## src/hw/rtl/ifhf_pkg.sv

```systemverilog
// Package for the IMU frame heading filter: constants, CORDIC table, shared types.
// Used by all modules under hw/rtl; no dependencies.
`timescale 1ns / 1ps
package ifhf_pkg;
	localparam int Window = 8;
	localparam int CordicSteps = 16;
	localparam int WinIdxW = $clog2(Window);
	localparam int StepW = $clog2(CordicSteps + 1);
	localparam logic [7:0] SyncByte = 8'h55;
	localparam logic [7:0] AngleType = 8'h53;
	localparam logic [3:0] FrameLen = 4'd11;
	localparam logic [31:0] XInit = 32'sd5093946;
	// Accumulator width: sums of Window Q1.15 values scaled by 65536, plus CORDIC growth.
	localparam int AccW = 16 + $clog2(Window) + 16 + 3;

	// Arctangent of 2^-i as a 32-bit binary angle.
	function automatic logic [31:0] atan_of(input logic [4:0] i);
		case (i)
			5'd0: return 32'd536870912;
			5'd1: return 32'd316933406;
			5'd2: return 32'd167458907;
			5'd3: return 32'd85004756;
			5'd4: return 32'd42667331;
			5'd5: return 32'd21354465;
			5'd6: return 32'd10679838;
			5'd7: return 32'd5340245;
			5'd8: return 32'd2670163;
			5'd9: return 32'd1335087;
			5'd10: return 32'd667544;
			5'd11: return 32'd333772;
			5'd12: return 32'd166886;
			5'd13: return 32'd83443;
			5'd14: return 32'd41721;
			5'd15: return 32'd20860;
			5'd16: return 32'd10430;
			5'd17: return 32'd5215;
			5'd18: return 32'd2607;
			5'd19: return 32'd1303;
			5'd20: return 32'd651;
			5'd21: return 32'd325;
			5'd22: return 32'd162;
			5'd23: return 32'd81;
			default: return 32'd0;
		endcase
	endfunction

	typedef enum logic [3:0] {
		ST_IDLE,
		ST_ROT_LOAD,
		ST_ROT_RUN,
		ST_ROT_DONE,
		ST_VEC_LOAD,
		ST_VEC_RUN,
		ST_VEC_DONE,
		ST_SCAN,
		ST_TRIM,
		ST_OUT
	} state_t;

	// Commands from the controller to the datapath.
	typedef struct packed {
		logic rot_load;
		logic vec_load;
		logic step;
		logic rot_done;
		logic mean_done;
		logic scan;
		logic trim;
		logic final_done;
		logic clr_sums;
		logic idx_inc;
	} cmd_t;

	// Status from the datapath to the controller.
	typedef struct packed {
		logic steps_done;
		logic last_idx;
		logic second_pass;
		logic scan_done;
	} stat_t;
endpackage

```

## src/hw/rtl/ifhf_ctrl.sv

```systemverilog
// Controller for the heading filter: sequences CORDIC rotations, mean, trim, final atan2.
// Depends on ifhf_pkg.
`timescale 1ns / 1ps
module ifhf_ctrl import ifhf_pkg::*; (
	input  logic  clk,
	input  logic  arst_n,
	input  logic  start,
	input  stat_t stat,
	output logic  busy,
	output logic  done,
	output cmd_t  cmd
);
	state_t state_q, state_d;

	// Next-state logic.
	always_comb begin
		state_d = state_q;
		unique case (state_q)
			ST_IDLE: if (start) state_d = ST_ROT_LOAD;
			ST_ROT_LOAD: state_d = ST_ROT_RUN;
			ST_ROT_RUN: if (stat.steps_done) state_d = ST_ROT_DONE;
			ST_ROT_DONE: state_d = stat.last_idx ? ST_VEC_LOAD : ST_ROT_LOAD;
			ST_VEC_LOAD: state_d = ST_VEC_RUN;
			ST_VEC_RUN: if (stat.steps_done) state_d = ST_VEC_DONE;
			ST_VEC_DONE: state_d = stat.second_pass ? ST_OUT : ST_SCAN;
			ST_SCAN: if (stat.scan_done) state_d = ST_TRIM;
			ST_TRIM: state_d = ST_VEC_LOAD;
			ST_OUT: state_d = ST_IDLE;
			default: state_d = ST_IDLE;
		endcase
	end

	// Output decode.
	always_comb begin
		cmd = '0;
		busy = (state_q != ST_IDLE);
		done = 1'b0;
		unique case (state_q)
			ST_IDLE: cmd.clr_sums = start;
			ST_ROT_LOAD: cmd.rot_load = 1'b1;
			ST_ROT_RUN: cmd.step = !stat.steps_done;
			ST_ROT_DONE: begin
				cmd.rot_done = 1'b1;
				cmd.idx_inc = 1'b1;
			end
			ST_VEC_LOAD: cmd.vec_load = 1'b1;
			ST_VEC_RUN: cmd.step = !stat.steps_done;
			ST_VEC_DONE: begin
				cmd.mean_done = !stat.second_pass;
				cmd.final_done = stat.second_pass;
			end
			ST_SCAN: cmd.scan = !stat.scan_done;
			ST_TRIM: cmd.trim = 1'b1;
			ST_OUT: done = 1'b1;
			default: ;
		endcase
	end

	always_ff @(posedge clk or negedge arst_n) begin
		if (!arst_n) begin
			state_q <= ST_IDLE;
		end else begin
			state_q <= state_d;
		end
	end
endmodule

```

## src/hw/rtl/ifhf_dp.sv

```systemverilog
// Datapath for the heading filter: window store, shared CORDIC, sums, trim search.
// Depends on ifhf_pkg.
`timescale 1ns / 1ps
module ifhf_dp import ifhf_pkg::*; (
	input  logic                clk,
	input  logic                arst_n,
	input  logic                wr_en,
	input  logic [15:0]         wr_yaw,
	input  logic [WinIdxW-1:0]  wr_idx,
	input  cmd_t                cmd,
	output stat_t               stat,
	output logic [15:0]         result
);
	logic [15:0] win_q [Window];
	logic signed [15:0] cs_q [Window];
	logic signed [15:0] sn_q [Window];
	logic signed [AccW-1:0] x_q, y_q;
	logic signed [31:0] z_q;
	logic [StepW-1:0] step_q;
	logic [WinIdxW-1:0] idx_q;
	logic vec_q, flip_q, pass2_q, zero_q;
	logic [15:0] base_q, mean_q;
	logic signed [AccW-1:0] sum_c_q, sum_s_q;
	logic signed [16:0] dmin_q, dmax_q;
	logic [WinIdxW-1:0] imin_q, imax_q;
	logic [1:0] tphase_q;

	assign stat.steps_done = (step_q == StepW'(CordicSteps));
	assign stat.last_idx = (idx_q == WinIdxW'(Window - 1));
	assign stat.second_pass = pass2_q;
	assign stat.scan_done = (tphase_q == 2'd3);

	// One CORDIC micro-rotation.
	logic dir;
	logic signed [AccW-1:0] xs, ys;
	logic [31:0] at;
	always_comb begin
		dir = vec_q ? (y_q >= 0) : (z_q >= 0);
		xs = x_q >>> step_q;
		ys = y_q >>> step_q;
		at = atan_of(5'(step_q));
	end

	// Rotation result rounding to Q1.15 with clamp.
	function automatic logic signed [15:0] rnd(input logic signed [AccW-1:0] v, input logic f);
		logic signed [AccW-1:0] r;
		logic signed [15:0] c;
		r = (v + AccW'(128)) >>> 8;
		if (r > AccW'(32767)) c = 16'sd32767;
		else if (r < -AccW'(32767)) c = -16'sd32767;
		else c = r[15:0];
		return f ? -c : c;
	endfunction

	logic signed [AccW-1:0] rc, rs, vx, vy;
	logic [15:0] yaw_a, rd_yaw;
	logic [31:0] zr;
	always_comb begin
		rc = AccW'(rnd(x_q, flip_q));
		rs = AccW'(rnd(y_q, flip_q));
		rd_yaw = win_q[idx_q];
		yaw_a = ((rd_yaw + 16'h4000) & 16'h8000) != 0 ? rd_yaw ^ 16'h8000 : rd_yaw;
		vx = sum_c_q;
		vy = sum_s_q;
		zr = 32'((z_q + 32'sd32768) >>> 16);
	end

	// Deviation of the current index from the mean.
	logic [15:0] dv;
	logic signed [16:0] d;
	always_comb begin
		dv = win_q[idx_q] - mean_q;
		d = 17'(signed'(dv));
	end

	always_ff @(posedge clk) begin
		if (wr_en) win_q[wr_idx] <= wr_yaw;
		if (cmd.rot_done) begin
			cs_q[idx_q] <= rc[15:0];
			sn_q[idx_q] <= rs[15:0];
		end
	end

	always_ff @(posedge clk or negedge arst_n) begin
		if (!arst_n) begin
			step_q <= '0;
			idx_q <= '0;
			vec_q <= 1'b0;
			flip_q <= 1'b0;
			pass2_q <= 1'b0;
			zero_q <= 1'b0;
			tphase_q <= '0;
			x_q <= '0;
			y_q <= '0;
			z_q <= '0;
			base_q <= '0;
			mean_q <= '0;
			result <= '0;
			sum_c_q <= '0;
			sum_s_q <= '0;
			dmin_q <= '0;
			dmax_q <= '0;
			imin_q <= '0;
			imax_q <= '0;
		end else begin
			if (cmd.clr_sums) begin
				sum_c_q <= '0;
				sum_s_q <= '0;
				idx_q <= '0;
				pass2_q <= 1'b0;
			end
			if (cmd.rot_load) begin
				vec_q <= 1'b0;
				flip_q <= (yaw_a != rd_yaw);
				x_q <= AccW'(signed'(XInit));
				y_q <= '0;
				z_q <= {yaw_a, 16'h0000};
				step_q <= '0;
			end
			if (cmd.vec_load) begin
				vec_q <= 1'b1;
				zero_q <= (vx == 0) && (vy == 0);
				base_q <= (vx < 0) ? 16'h8000 : 16'h0000;
				x_q <= ((vx < 0) ? -vx : vx) <<< 16;
				y_q <= ((vx < 0) ? -vy : vy) <<< 16;
				z_q <= '0;
				step_q <= '0;
			end
			if (cmd.step) begin
				step_q <= step_q + 1'b1;
				if (dir) begin
					x_q <= vec_q ? x_q + ys : x_q - ys;
					y_q <= vec_q ? y_q - xs : y_q + xs;
					z_q <= vec_q ? z_q + signed'(at) : z_q - signed'(at);
				end else begin
					x_q <= vec_q ? x_q - ys : x_q + ys;
					y_q <= vec_q ? y_q + xs : y_q - xs;
					z_q <= vec_q ? z_q - signed'(at) : z_q + signed'(at);
				end
			end
			if (cmd.rot_done) begin
				sum_c_q <= sum_c_q + rc;
				sum_s_q <= sum_s_q + rs;
				idx_q <= cmd.idx_inc ? idx_q + 1'b1 : idx_q;
			end
			// Full-window mean; start the trim search.
			if (cmd.mean_done) begin
				mean_q <= zero_q ? 16'h0000 : base_q + zr[15:0];
				idx_q <= '0;
				tphase_q <= '0;
			end
			// Trim search: a min pass over the window, then a max pass that skips the min.
			// Phase 2 means no max candidate has been seen yet, phase 1 that one has.
			if (cmd.scan) begin
				if (tphase_q == 2'd0) begin
					if (idx_q == 0 || d < dmin_q) begin
						dmin_q <= d;
						imin_q <= idx_q;
					end
				end else if (idx_q != imin_q && (tphase_q == 2'd2 || d > dmax_q)) begin
					dmax_q <= d;
					imax_q <= idx_q;
				end
				if (idx_q == WinIdxW'(Window - 1)) begin
					idx_q <= '0;
					tphase_q <= (tphase_q == 2'd0) ? 2'd2 : 2'd3;
				end else begin
					idx_q <= idx_q + 1'b1;
					if (tphase_q == 2'd2 && idx_q != imin_q) tphase_q <= 2'd1;
				end
			end
			// Drop the two trimmed samples from the sums.
			if (cmd.trim) begin
				pass2_q <= 1'b1;
				sum_c_q <= sum_c_q - AccW'(cs_q[imin_q]) - AccW'(cs_q[imax_q]);
				sum_s_q <= sum_s_q - AccW'(sn_q[imin_q]) - AccW'(sn_q[imax_q]);
			end
			if (cmd.final_done) begin
				result <= zero_q ? 16'h0000 : base_q + zr[15:0];
			end
		end
	end
endmodule

```

## src/hw/rtl/imu_frame_heading_filter_core.sv

```systemverilog
// Top level of the IMU frame heading filter: framing, config port, output register.
// Depends on ifhf_pkg, ifhf_ctrl and ifhf_dp.
`timescale 1ns / 1ps
// Bytes are taken one per cycle while no heading is being computed or waiting
// in the output register. Each accepted angle frame with a full window starts
// one shared CORDIC unit that runs eight rotations, a vectoring pass for the
// mean, a trim scan (a min pass, then a max pass), the trim and a second
// vectoring pass. The heading then waits in an output register.
module imu_frame_heading_filter_core import ifhf_pkg::*; (
	input  logic        clk,
	input  logic        arst_n,
	input  logic        rx_byte_valid,
	output logic        rx_byte_ready,
	input  logic [7:0]  rx_byte,
	output logic        out_valid,
	input  logic        out_ready,
	output logic [15:0] heading,
	output logic [8:0]  heading_deg,
	input  logic        psel,
	input  logic        penable,
	input  logic        pwrite,
	input  logic [2:0]  paddr,
	input  logic [31:0] pwdata,
	output logic [31:0] prdata,
	output logic        pready
);
	logic [15:0] offset_q;
	logic [3:0] byte_count_q;
	logic [7:0] type_q, yaw_lo_q;
	logic [WinIdxW-1:0] pos_q;
	logic full_q, busy, done, start, acc, wr_en;
	logic [15:0] res;
	logic [15:0] yaw;
	cmd_t cmd;
	stat_t stat;

	assign pready = 1'b1;
	assign prdata = (paddr[2] == 1'b0) ? {{16{offset_q[15]}}, offset_q} : 32'd0;
	assign rx_byte_ready = !busy && !out_valid && !start;
	assign acc = rx_byte_valid && rx_byte_ready;
	assign yaw = {rx_byte, yaw_lo_q};
	assign wr_en = acc && byte_count_q == 4'd7 && type_q == AngleType;

	// Config register write.
	always_ff @(posedge clk or negedge arst_n) begin
		if (!arst_n) begin
			offset_q <= '0;
		end else if (psel && penable && pwrite && paddr[2] == 1'b0) begin
			offset_q <= pwdata[15:0];
		end
	end

	// Frame parser and window pointer.
	always_ff @(posedge clk or negedge arst_n) begin
		if (!arst_n) begin
			byte_count_q <= '0;
			pos_q <= '0;
			full_q <= 1'b0;
			start <= 1'b0;
			type_q <= '0;
			yaw_lo_q <= '0;
		end else begin
			start <= 1'b0;
			if (acc) begin
				if (byte_count_q == 4'd0 && rx_byte != SyncByte) begin
					byte_count_q <= '0;
				end else begin
					byte_count_q <= (byte_count_q == FrameLen - 1) ? 4'd0 : byte_count_q + 1'b1;
				end
				if (byte_count_q == 4'd1) type_q <= rx_byte;
				if (byte_count_q == 4'd6) yaw_lo_q <= rx_byte;
				if (wr_en) begin
					pos_q <= (pos_q == WinIdxW'(Window - 1)) ? '0 : pos_q + 1'b1;
					if (pos_q == WinIdxW'(Window - 1)) full_q <= 1'b1;
				end
				if (byte_count_q == FrameLen - 1 && type_q == AngleType && full_q) start <= 1'b1;
			end
		end
	end

	ifhf_ctrl u_ctrl (
		.clk(clk), .arst_n(arst_n), .start(start), .stat(stat),
		.busy(busy), .done(done), .cmd(cmd)
	);

	ifhf_dp u_dp (
		.clk(clk), .arst_n(arst_n), .wr_en(wr_en), .wr_yaw(yaw), .wr_idx(pos_q),
		.cmd(cmd), .stat(stat), .result(res)
	);

	// Output register with degree conversion.
	logic [15:0] h;
	logic [24:0] prod;
	assign h = res + offset_q;
	assign prod = 25'(h) * 25'd360;
	always_ff @(posedge clk or negedge arst_n) begin
		if (!arst_n) begin
			out_valid <= 1'b0;
			heading <= '0;
			heading_deg <= '0;
		end else begin
			if (out_valid && out_ready) out_valid <= 1'b0;
			if (done) begin
				out_valid <= 1'b1;
				heading <= h;
				heading_deg <= prod[24:16];
			end
		end
	end
endmodule

```

## config.mk

```make
export PLATFORM = sky130hd
export DESIGN_NAME = imu_frame_heading_filter_core
export DESIGN_NICKNAME = d
export VERILOG_FILES = /design/src/hw/rtl/ifhf_pkg.sv /design/src/hw/rtl/ifhf_ctrl.sv /design/src/hw/rtl/ifhf_dp.sv /design/src/hw/rtl/imu_frame_heading_filter_core.sv
export SDC_FILE = /design/constraint.sdc
export NUM_CORES = 2
export LEC_CHECK = 0
export ABC_AREA = 1
export CORE_MARGIN = 10
export CORE_UTILIZATION = 60
export CTS_CLUSTER_SIZE = 8
export DETAILED_ROUTE_END_ITERATION = 10
export DONT_BUFFER_PORTS = 1
export GPL_ROUTABILITY_DRIVEN = 0
export PLACE_DENSITY = 0.76
export SLEW_MARGIN = 20
export SYNTH_ARGS = -nofsm -noshare
export SYNTH_HDL_FRONTEND = slang
export SYNTH_SLANG_ARGS = --single-unit
```

## constraint.sdc

```tcl
create_clock -name clk -period 16.8 [get_ports clk]
set_clock_uncertainty 0.05 [all_clocks]
set_input_delay 2.52 -clock clk [delete_from_list [all_inputs] [get_ports clk]]
set_output_delay 2.52 -clock clk [all_outputs]
set_load 0.01 [all_outputs]
```

==> results.txt <==
- Maximum number of pins on one net before global-route repair: 341
* Layout cell share with drive strength beyond 1: approximately 3.8%
* Minimum clock period after layout: ~7500 ps
- Summed instance area of the synthesized netlist: ~0.065 sq mm
* Wire length of the first global-routing pass: around 320000 microns
* Maximum clock insertion buffer count: 3
- Router iterations before antenna repair: 7
- Among the stages of the critical path, the cell type that occurs most often is sky130_fd_sc_hd__nand2_1.
- Share of the clock period used by the worst path after layout: around 45%
* Average instance area after synthesis: 7.11 sq um
* Antenna Violating Nets Remaining: 0
- Number of standard cells after synthesis: between 9000 and 10000
- In this run, synthesis inferred 384 flip-flops with an integrated enable.
- Final hold viol count: 0
* Total setup buffers inserted after CTS: 0
* # H-tree levels: 3
- Data on the critical path arrives at its endpoint at between 8000 and 9000 ps.
- The flow ran to the end, and the final reports show no timing, DRC or antenna violations.
* Die height: about 350 microns
- Max-cap violations in this run came to 0.
* Detailed Place HPWL: about 150000 microns
- TritonCTS built the clock tree.
* Clock latency on the worst-skew pair: roughly 730 ps
- Synth Register Bits: slightly above 700
- For this run, the slowest stage of the critical path takes between 700 and 800 ps.
* Least-Margin Pin Slew: roughly 1200 ps
* Net count reported at finish: approximately 9600
- CTS placed an instance of sky130_fd_sc_hd__clkbuf_16 at the clock tree root.
* Headroom to the max-slew limit: 19.8%
- Nets in the synthesized netlist: about 10000
* Final count of pins violating max slew: 0
- Violation count after the first detailed-route iteration: ~6500
- Dividing the detail-routed via count by the number of cells gives 6.18.
- Initial core utilization: around three fifths
- Clock input transition at the sequential cells of the worst setup and hold paths: 50 ps
- DIE WIDTH: roughly 350 microns
- Class of the tightest hold or removal check: flip-flop to flip-flop
- Summed over all failing endpoints, the final setup total negative slack is 0 ps.
- Global routing finished with a remaining overflow of 0.
* Max stage delay cell, worst path: sky130_fd_sc_hd__xor2_1
- For this run, the total global-route usage over all layers was measured as around a third.
* Placement Setup Slack: 9610 ps
- Port buffering added 0 buffers.
- For this block, the routed nets add up to 206000 microns of wire.
- Data on the critical path is required at its endpoint by 17330 ps.
- The core region is approximately 0.11 sq mm.
- FFs w/ async S/R, synth: between 40% and 50%
- Power density cells: 80.4 mW/mm^2
- Number of endpoints failing setup at the final stage: 0
- The via count of the first global-routing pass came to between 60000 and 70000.
- Setup repair after global routing left no endpoint under its margin.
- Of all nets on the critical path, the largest fanout is 12.
- Maximum resistive drop on vdd: between 0.15 and 0.2 mV
- CTS sink cnt: around 720
- The most used flip-flop cell after synthesis is sky130_fd_sc_hd__edfxtp_1.
- The worst setup path is of the flip-flop to flip-flop kind.
- Per-cell routed wire length: roughly 20 microns
- The number of different library cells used by synthesis comes to slightly above 70.
- Element type at the critical path start: flip-flop
* Die Outline Area: approximately 0.12 sq mm
- From synthesis to final layout, the design area changed by 6.22%.
* Achievable Freq: 134 MHz
- Cell leakage power: 33.4 nW
- Counting the buffers created by CTS gives 102.
* Yosys warning count: 0
* Via count: between 60000 and 70000
- Kind of capture point of the worst setup path: flip-flop
- Post-synthesis sequential area ratio: 30.9%
* Final setup slack of the worst path: 9320 ps
- Number of rows in the core area: 120
- The number of antenna violations at the first check in global routing came to 1.
- Fill cell instance count of the final layout: around 9500
- Hold Buf Count CTS: 0
- For this run, design rule violations remaining after detail routing come to 0.
* I/O pin count: 110
* Number of gates resized after cts: 0
-- final cells by class --
type,instances,area (sq um),area share (%)
well taps,1403,1760,2.55
flip-flops and latches,724,20100,29.1
multi-input cells,6779,38800,56.4
clock buffers,169,2820,4.10
diodes,2,5.00,0.00727
inverters,1255,4710,6.85
clock inverters,10,198,0.287
repair buffers,61,462,0.670
-- worst max-delay path: cells and delay by family, from the launching register on --
family | cells | cell delay [ps]
simple gates | 21 | 2670
buf+inv | 4 | 550
fa+ha+maj | 3 | 980
compound gates | 6 | 1150
flops | 1 | 600
xor+xnor | 2 | 1350
-- metrics by stage --
| stage | util [%] | cells | cell area, sq um | hold slack, ps | power [mW] |
|---|---|---|---|---|---|
| CTS | 64.2 | 10400 | 68800 | 424 | 5.51 |
| global placement | 61.4 | 10200 | 65800 | 410 | 3.48 |
| global route | 64.2 | 10400 | 68900 | 455 | 5.80 |
| finish | 64.2 | 10400 | 68900 | 420 | 5.54 |
| floorplan | - | 9123 | 64800 | 371 | 3.14 |
| detailed placement | 61.4 | 10200 | 65800 | 420 | 3.52 |
-- sequential cells by signal (all words and copies together) (netlist names), 4 cells and up --
signal          cells
u_dp.cs_q         128
u_dp.x_q           38
u_dp.result        16
u_dp.dmax_q        16
u_dp.sum_s_q       38
u_dp.sn_q         128
type_q              8
u_dp.sum_c_q       38
u_dp.y_q           38
yaw_lo_q            8
offset_q           16
u_dp.mean_q        16
u_dp.dmin_q        16
heading            16
byte_count_q        4
heading_deg         9
u_dp.step_q         5
u_ctrl.state_q      4
u_dp.win_q        128
u_dp.z_q           32
-- report_power, final --
part	leakage, nW	switching (mW)	internal (mW)
Clock	1.43	0.826	1.15
Sequential	8.66	0.0640	1.94
Combinational	23.3	1.02	0.535
Total	33.4	1.91	3.63
-- cells in the final DEF, fill, tap and decap left out, drive strengths merged, types with 142 or more instances in the layout --
master / count
edfxtp: 384
clkbuf: 169
a21oi: 912
o211ai: 142
inv: 1249
dfrtp: 340
nor2: 928
nand3: 423
ha: 498
nand2: 1741
o21ai: 1195
-- Yosys cell counts, types with 9 or more instances --
cell type	count	share of area (%)
sky130_fd_sc_hd__nand2_1	1721	10
sky130_fd_sc_hd__inv_1	1240	7.2
sky130_fd_sc_hd__o21ai_0	1190	9.2
sky130_fd_sc_hd__a21oi_1	910	7.0
sky130_fd_sc_hd__nor2_1	907	5.3
sky130_fd_sc_hd__ha_1	498	9.6
sky130_fd_sc_hd__nand3_1	416	3.2
sky130_fd_sc_hd__edfxtp_1	384	18
sky130_fd_sc_hd__dfrtp_1	340	13
sky130_fd_sc_hd__clkbuf_1	296	1.7
sky130_fd_sc_hd__o211ai_1	142	1.6
sky130_fd_sc_hd__fa_1	109	3.4
sky130_fd_sc_hd__nor3_1	91	0.70
sky130_fd_sc_hd__xor2_1	89	1.2
sky130_fd_sc_hd__a31oi_1	73	0.70
sky130_fd_sc_hd__mux2i_1	65	1.0
sky130_fd_sc_hd__or2_2	56	0.54
sky130_fd_sc_hd__nand4_1	54	0.52
sky130_fd_sc_hd__buf_1	48	0.28
sky130_fd_sc_hd__xnor2_1	48	0.65
sky130_fd_sc_hd__o221ai_1	40	0.54
sky130_fd_sc_hd__nor4_1	35	0.34
sky130_fd_sc_hd__o22ai_1	35	0.34
sky130_fd_sc_hd__a21o_1	30	0.35
sky130_fd_sc_hd__o21bai_1	27	0.31
sky130_fd_sc_hd__o2111ai_1	21	0.28
sky130_fd_sc_hd__o21a_1	19	0.22
sky130_fd_sc_hd__buf_4	18	0.21
sky130_fd_sc_hd__a21boi_0	17	0.20
sky130_fd_sc_hd__a22oi_1	17	0.20
sky130_fd_sc_hd__nand2_2	15	0.14
sky130_fd_sc_hd__o31ai_1	15	0.17
sky130_fd_sc_hd__a221oi_1	12	0.16
sky130_fd_sc_hd__a22o_1	12	0.16
sky130_fd_sc_hd__a2bb2oi_1	9	0.12
sky130_fd_sc_hd__and3_1	9	0.087
sky130_fd_sc_hd__nor2_2	9	0.087
sky130_fd_sc_hd__nor2_4	9	0.16
-- final timing paths --
path                             start               end  slack (ps)  depth (start not counted)
setup / recovery           u_dp.x_q[7]  u_dp.sum_c_q[33]        9320                         36
hold / removal                  full_q            full_q         420                          2
setup reg to reg           u_dp.x_q[7]  u_dp.sum_c_q[33]        9320                         36
hold reg to reg                 full_q            full_q         420                          2
max in group asynchronous       arst_n    u_dp.step_q[0]       14510                          0
min in group asynchronous       arst_n       heading[15]        1460                          0
-- cell families (layout without fill, tap and decap cells) --
| group | after synthesis | after routing | synth area share [%] |
|---|---|---|---|
| XOR/XNOR | 138 | 138 | 1.88 |
| other | 1 | 3 | 0.00578 |
| AO/OA/AOI/OAI | 2613 | 2613 | 22.2 |
| flip-flops | 724 | 724 | 30.9 |
| AND/OR/NAND/NOR | 3355 | 3355 | 21.5 |
| buffers and inverters | 1620 | 1495 | 9.52 |
| adder cells (fa/ha/maj) | 607 | 607 | 13.0 |
| multiplexers | 65 | 65 | 1.00 |
-- metal layers --
metal | routed length, microns | track usage (%)
met1 | 79600 | 40.3
met2 | 94700 | 53.9
met3 | 18600 | 5.54
met4 | 13500 | 19.6
met5 | 11 | 0
(Power assumes the default switching activity.)
